===== config.mk =====
export PLATFORM = sky130hd
export DESIGN_NAME = cbsq_ctrl
export DESIGN_NICKNAME = d
export VERILOG_FILES = /design/src/rtl/cbsq_pkg.sv /design/src/rtl/cbsq_ctrl.sv
export SDC_FILE = /design/constraint.sdc
export NUM_CORES = 1
export LEC_CHECK = 0
export BUFFER_PORTS_ARGS = -buffer_cell sky130_fd_sc_hd__clkbuf_2
export CAP_MARGIN = 20
export CORE_AREA = 2 2 39 41
export CTS_CLUSTER_DIAMETER = 50
export CTS_CLUSTER_SIZE = 20
export DETAILED_ROUTE_END_ITERATION = 16
export DIE_AREA = 0 0 41 43
export SYNTH_ARGS = -nofsm -noshare
export SYNTH_HDL_FRONTEND = slang
export SYNTH_SLANG_ARGS = --single-unit

===== constraint.sdc =====
create_clock -name i_clk -period 2.7 [get_ports i_clk]
set_input_delay 0.54 -clock i_clk [delete_from_list [all_inputs] [get_ports i_clk]]
set_output_delay 0.54 -clock i_clk [all_outputs]
set_load 0.005 [all_outputs]

===== src/rtl/cbsq_pkg.sv =====
// ============================================================================
// cbsq_pkg
// Shared item types, mode codes, controller states, command and status
// structures, and helper functions for the codebook scalar quantiser.
// ============================================================================
package cbsq_pkg;

    localparam int CNT_W   = 9;   // entry count register, 1..256
    localparam int IDX_W   = 8;   // codebook index and code width ceiling
    localparam int VAL_W   = 16;  // signed Q8.8 values
    localparam int WORD_W  = 32;  // packing word
    localparam int PEND_W  = 6;   // bits held in the packing word
    localparam int CW_W    = 4;   // code width value, 1..8
    localparam int DIFF_W  = VAL_W + 1;

    localparam logic [1:0] MODE_LOAD   = 2'd0;
    localparam logic [1:0] MODE_ENCODE = 2'd1;
    localparam logic [1:0] MODE_FLUSH  = 2'd2;

    typedef struct packed {
        logic [1:0]               mode;
        logic [IDX_W-1:0]         entry_index;
        logic signed [VAL_W-1:0]  entry_value;
        logic signed [VAL_W-1:0]  sample_value;
    } t_in_item;

    typedef struct packed {
        logic [WORD_W-1:0] packed_word;
        logic              word_has_data;
        logic              end_of_stream;
        logic [WORD_W-1:0] samples_encoded;
    } t_out_item;

    typedef enum logic [2:0] {
        ST_IDLE,
        ST_SEARCH,
        ST_DRAIN,
        ST_PACK,
        ST_FLUSH
    } t_state;

    typedef struct packed {
        logic load;          // write the codebook entry of the accepted item
        logic start;         // latch the sample and restart the search
        logic search;        // issue one codebook read
        logic pack_commit;   // fold the winning index into the packing word
        logic flush_commit;  // emit the flush result and clear the packer
    } t_dp_cmd;

    typedef struct packed {
        logic last_addr;     // the read being issued is the last entry in use
        logic pack_emit;     // packing the index produces a result
        logic out_free;      // the output register can take a result
    } t_dp_stat;

    // Code width from the number of entries in use.
    function automatic logic [CW_W-1:0] code_width(input logic [CNT_W-1:0] cnt);
        logic [CW_W-1:0] w;
        if (cnt <= CNT_W'(2)) begin
            w = CW_W'(1);
        end else if (cnt <= CNT_W'(4)) begin
            w = CW_W'(2);
        end else if (cnt <= CNT_W'(16)) begin
            w = CW_W'(4);
        end else begin
            w = CW_W'(8);
        end
        return w;
    endfunction

    // Left-justify a partial word so that the first code sits in the top bits.
    function automatic logic [WORD_W-1:0] justify(input logic [WORD_W-1:0] word,
                                                  input logic [PEND_W-1:0] pend);
        logic [WORD_W-1:0] res;
        if (pend == '0 || pend >= PEND_W'(WORD_W)) begin
            res = word;
        end else begin
            res = word << (PEND_W'(WORD_W) - pend);
        end
        return res;
    endfunction

endpackage


===== src/rtl/cbsq_ctrl.sv =====
// ============================================================================
// cbsq_ctrl
// Sequencing state machine: accepts items, steps the codebook search and
// commits packing and flush results; one that emits waits for a free output.
// ============================================================================
module cbsq_ctrl (
    input  logic              i_clk,
    input  logic              i_rst_n,
    input  logic              i_in_valid,
    input  logic [1:0]        i_mode,
    input  cbsq_pkg::t_dp_stat i_stat,
    output logic              o_in_stall,
    output cbsq_pkg::t_dp_cmd o_cmd
);

    import cbsq_pkg::*;

    t_state r_state;
    t_state n_state;
    logic   in_acc;

    assign in_acc = i_in_valid && (r_state == ST_IDLE);

    always_ff @(posedge i_clk) begin
        if (!i_rst_n) begin
            r_state <= ST_IDLE;
        end else begin
            r_state <= n_state;
        end
    end

    always_comb begin
        n_state = r_state;
        case (r_state)
            ST_IDLE: begin
                if (in_acc && i_mode == MODE_ENCODE) begin
                    n_state = ST_SEARCH;
                end else if (in_acc && i_mode == MODE_FLUSH) begin
                    n_state = ST_FLUSH;
                end
            end
            ST_SEARCH: begin
                if (i_stat.last_addr) begin
                    n_state = ST_DRAIN;
                end
            end
            ST_DRAIN: begin
                n_state = ST_PACK;
            end
            ST_PACK: begin
                if (!i_stat.pack_emit || i_stat.out_free) begin
                    n_state = ST_IDLE;
                end
            end
            ST_FLUSH: begin
                if (i_stat.out_free) begin
                    n_state = ST_IDLE;
                end
            end
            default: begin
                n_state = ST_IDLE;
            end
        endcase
    end

    always_comb begin
        o_in_stall         = (r_state != ST_IDLE);
        o_cmd              = '0;
        o_cmd.load         = in_acc && (i_mode == MODE_LOAD);
        o_cmd.start        = in_acc && (i_mode == MODE_ENCODE);
        o_cmd.search       = (r_state == ST_SEARCH);
        o_cmd.pack_commit  = (r_state == ST_PACK) && (!i_stat.pack_emit || i_stat.out_free);
        o_cmd.flush_commit = (r_state == ST_FLUSH) && i_stat.out_free;
    end

    a_search_drains: assert property (@(posedge i_clk) disable iff (!i_rst_n)
        (r_state == ST_SEARCH && i_stat.last_addr) |=> (r_state == ST_DRAIN))
        else $error("search did not move to drain after the last entry");

    a_drain_packs: assert property (@(posedge i_clk) disable iff (!i_rst_n)
        (r_state == ST_DRAIN) |=> (r_state == ST_PACK))
        else $error("drain not followed by pack");

endmodule


==> flow_summary.html <==
<table>
<tr><th>Metric</th><th>Value</th></tr>
<tr><th colspan="2">Pwr</th></tr>
<tr><td>Standby leakage power</td><td>0.1573 nW</td></tr>
<tr><td>Worst voltage drop across the vdd grid</td><td>0.1304 mV</td></tr>
<tr><td>Power density normalized to cell area</td><td>521.4 nW/µm²</td></tr>
<tr><th colspan="2">Flow run</th></tr>
<tr><td>Total of max-cap violations</td><td>0</td></tr>
<tr><th colspan="2">Worst setup path</th></tr>
<tr><td>Kind of capture point of the worst setup path</td><td>output pin</td></tr>
<tr><td>Critical Path Fanout Max</td><td>8</td></tr>
<tr><td>Largest incremental delay on the critical path</td><td>0.45 ns</td></tr>
<tr><td>Timing startpoint of the critical path</td><td>r_state[1]</td></tr>
<tr><td>Required time at the endpoint of the critical path</td><td>2.16 ns</td></tr>
<tr><td>Top cell family by delay on the critical path</td><td>simple AND/OR/NAND/NOR gates</td></tr>
<tr><td>Endpoint of the worst register-to-register path</td><td>r_state[2]</td></tr>
<tr><td>CP bufs+invs</td><td>1</td></tr>
<tr><td>Number of cells on the critical path</td><td>3</td></tr>
<tr><td>Launch point of the worst reg-to-reg path</td><td>r_state[2]</td></tr>
<tr><td>Data arrival time of the worst path</td><td>1.46 ns</td></tr>
<tr><td>Type of origin of the critical path</td><td>flip-flop</td></tr>
<tr><td>Cells on worst reg2reg path</td><td>4</td></tr>
<tr><td>Slowest library cell on the worst path</td><td>or3_4</td></tr>
<tr><td>Register-to-Register Setup Slack</td><td>1.30 ns</td></tr>
<tr><td>Path type of the worst setup path</td><td>flip-flop to output pin</td></tr>
<tr><td>Ordered list of cells on the worst path</td><td>or3_4 &gt; nor4b_1 &gt; clkbuf_2</td></tr>
<tr><th colspan="2">Global routing</th></tr>
<tr><td>First-pass GRT wire length</td><td>821 µm</td></tr>
<tr><td>Number of global-route vias before repair</td><td>233</td></tr>
<tr><td>Largest net degree at the start of global routing</td><td>11</td></tr>
<tr><td>Antenna violations before repair</td><td>0</td></tr>
<tr><td>Total gr overflow</td><td>0</td></tr>
<tr><td>GR Util All Layers</td><td>7.121%</td></tr>
<tr><th colspan="2">Logic synthesis</th></tr>
<tr><td>Net count after synthesis</td><td>39</td></tr>
<tr><td>Sequential share of the synthesized area</td><td>24.12%</td></tr>
<tr><td>Synthesized cell area</td><td>249.0 µm²</td></tr>
<tr><td>Area share of the largest cell type after synthesis</td><td>24.12%</td></tr>
<tr><td>Leading register cell type out of synthesis</td><td>dfxtp_1</td></tr>
<tr><td>Number of enable flip-flop cells after synthesis</td><td>0</td></tr>
<tr><td>Dominant cell type by area after synthesis</td><td>dfxtp_1</td></tr>
<tr><td>Biggest area contributors in the synthesized netlist</td><td>dfxtp_1 24%, nor3b_1 9.0%, nor4b_1 7.0%, or3b_1 7.0%, a21oi_1 6.0%</td></tr>
<tr><td>Synthesis warning total</td><td>0</td></tr>
<tr><td>Average size of a mapped cell</td><td>8.032 µm²</td></tr>
<tr><td>Flop and latch count out of synthesis</td><td>3</td></tr>
<tr><td>Number of distinct library cells after synthesis</td><td>18</td></tr>
<tr><td>Async set-reset flop share out of synthesis</td><td>0%</td></tr>
<tr><td>Leading post-synthesis cells by instance count</td><td>3 x a21oi_1, 3 x dfxtp_1, 3 x nor2_1, 3 x nor3b_1</td></tr>
<tr><td>Cells after Synth</td><td>31</td></tr>
<tr><th colspan="2">Place</th></tr>
<tr><td>Pre-CTS setup slack</td><td>0.9409 ns</td></tr>
<tr><td>Total half-perimeter wirelength after legalization and detailed placement</td><td>439 µm</td></tr>
<tr><td>Number of buffers inserted by port buffering</td><td>13</td></tr>
<tr><td>Last weighted congestion value of the routability-driven placer</td><td>0.6992</td></tr>
<tr><th colspan="2">Clocking</th></tr>
<tr><td>Clk_lat worst skew</td><td>0.23 ns</td></tr>
<tr><td>Post-CTS Hold Buffers</td><td>0</td></tr>
<tr><td>Post CTS Setup Buffer Count</td><td>0</td></tr>
<tr><td>Clock sink total</td><td>3</td></tr>
<tr><td>Library cell used as clock root buffer</td><td>clkbuf_4</td></tr>
<tr><td># resized after CTS</td><td>0</td></tr>
<tr><td>CTS buffer count</td><td>3</td></tr>
<tr><td>Clock Path Buffers</td><td>2</td></tr>
<tr><td>Clk pin slew, worst setup/hold paths</td><td>0.04 ns</td></tr>
<tr><td>H-tree levels</td><td>1</td></tr>
<tr><td>Clock tree from TritonCTS</td><td>built</td></tr>
<tr><th colspan="2">Floorplan</th></tr>
<tr><td>Row count</td><td>14</td></tr>
<tr><td>Number of top-level design ports</td><td>14</td></tr>
<tr><td>Core outline area</td><td>1384 µm²</td></tr>
<tr><td>Die height</td><td>43 µm</td></tr>
<tr><td>Die extent in x</td><td>41 µm</td></tr>
<tr><td>Initial standard-cell utilization of the core</td><td>17.99%</td></tr>
<tr><td>Full die area</td><td>1763 µm²</td></tr>
<tr><th colspan="2">Final layout</th></tr>
<tr><td>Antenna fix cells</td><td>0</td></tr>
<tr><td>Number of nets in the layout</td><td>56</td></tr>
<tr><td>Ratio of cells with drive above 1 in the final layout</td><td>38.30%</td></tr>
<tr><td>Area taken by multi-input logic gates</td><td>180.2 µm²</td></tr>
<tr><td>Sequential Area</td><td>60.06 µm²</td></tr>
<tr><td>Top reg by flops</td><td>r_state</td></tr>
<tr><td>Area overhead of the layout relative to synthesis</td><td>42.71%</td></tr>
<tr><td>Number of flip-flops under the largest register name</td><td>3</td></tr>
<tr><td>Registers with the most flip-flops</td><td>r_state (3)</td></tr>
<tr><td>Final Core Density</td><td>25.68%</td></tr>
<tr><td>Final-layout fill cell count</td><td>156</td></tr>
<tr><th colspan="2">STA</th></tr>
<tr><td>Slew at the pin closest to its max-slew limit</td><td>0.2470 ns</td></tr>
<tr><td>Fin. max-slew vios</td><td>0</td></tr>
<tr><td>Achievable clock frequency</td><td>500.9 MHz</td></tr>
<tr><td>Unrepaired setup endpoints after global routing</td><td>false</td></tr>
<tr><td>Min Clock Period, post-route</td><td>1.996 ns</td></tr>
<tr><td>Layout Skew</td><td>0.002088 ns</td></tr>
<tr><td>Final worst-path setup slack</td><td>0.7035 ns</td></tr>
<tr><td>Worst-case headroom to the max-slew limit</td><td>83.30%</td></tr>
<tr><td>Final Cycle Share</td><td>73.94%</td></tr>
<tr><td>Setup-failing EPs final</td><td>0</td></tr>
<tr><td>Final hold vios</td><td>0</td></tr>
<tr><td>Final sum of negative setup slack</td><td>0 ns</td></tr>
<tr><th colspan="2">Hold path</th></tr>
<tr><td>Hold wc startpoint</td><td>r_state[0]</td></tr>
<tr><td>Terminating pin of the worst hold path</td><td>r_state[0]</td></tr>
<tr><td>Path type of the worst min-delay path</td><td>flip-flop to flip-flop</td></tr>
<tr><td>Number of instances on the worst hold path</td><td>1</td></tr>
<tr><th colspan="2">Routing</th></tr>
<tr><td>Residual DRC count</td><td>0</td></tr>
<tr><td>DRC marker count from the first detailed-route iteration</td><td>5</td></tr>
<tr><td>Final wirelength</td><td>577 µm</td></tr>
<tr><td>Number of optimization iterations in the first detailed-route pass</td><td>2</td></tr>
<tr><td>Number of vias in the routed layout</td><td>280</td></tr>
<tr><td>Number of antenna-violating nets in the routed design</td><td>0</td></tr>
<tr><td>Avg Vias per Cell</td><td>4.444</td></tr>
<tr><td>Routed wire length per instance</td><td>9.159 µm</td></tr>
<tr><th colspan="2">Run status</th></tr>
<tr><td>Result of the run</td><td>complete, no violations</td></tr>
</table>
==> worst max-delay path by stage <==
stage / to / slack (ns)
finish: o_cmd[4] / 0.70
CTS: o_cmd[4] / 0.68
global placement: o_cmd[1] / 0.92
floorplan: o_cmd[4] / 1.07
global route: o_cmd[4] / 0.56
detailed placement: o_cmd[1] / 0.94
==> per-layer routing <==
layer / GRT usage [%] / routed length [µm]
met1: 8.013 / 264
met5: 0 / 0
met3: 3.665 / 48
met4: 6.000 / 0
met2: 9.375 / 264
==> worst register-to-register path, stage by stage, from the launching register on <==
cell and delay, ns:
dfxtp_1 0.43, or3b_1 0.37, a21oi_1 0.24, o31ai_1 0.11, o311a_1 0.12
==> through the flow <==
step | hold WS [ns] | std cells | instance area, µm² | power [mW]
floorplan | 0.5091 | 31 | 249.0 | 0.08984
global placement | 0.5594 | 59 | 329.1 | 0.1082
detailed placement | 0.5550 | 59 | 329.1 | 0.1084
CTS | 0.5563 | 63 | 355.3 | 0.1920
global route | 0.5837 | 63 | 355.3 | 0.2015
finish | 0.5507 | 63 | 355.3 | 0.1853
==> layout by cell type (no fill, tap or decap), drive strengths merged <==
| master | instances |
|---|---|
| nor2b | 2 |
| nor2 | 4 |
| nand3b | 1 |
| and3 | 1 |
| o311a | 1 |
| dfxtp | 3 |
| clkbuf | 17 |
| nand2b | 1 |
| or3b | 2 |
| inv | 1 |
| a21oi | 3 |
| or3 | 1 |
| nor4b | 2 |
| nor3b | 3 |
| nand2 | 2 |
| xor2 | 1 |
| o31ai | 2 |
==> cell type report <==
cell class	count	share of cell area, %
tap	16	5.634
clock buffer	4	7.394
timing repair buffer	13	18.31
multi-input combinational	26	50.70
inverter	1	1.056
sequential	3	16.90
==> power breakdown <==
group	switching (mW)	total [mW]	internal, mW
clock network	0.0228	0.0782	0.0554
logic	0.0234	0.0500	0.0266
registers	0.00810	0.0571	0.0490
==> cell families (layout without fill, tap and decap cells) <==
group / after synthesis / in the layout / share of synthesized area (%)
compound gates: 6 / 6 / 16.08
buf+inv: 2 / 18 / 3.514
xor+xnor: 1 / 1 / 3.518
simple gates: 19 / 19 / 52.77
flops: 3 / 3 / 24.12
(Power assumes the default switching activity.)
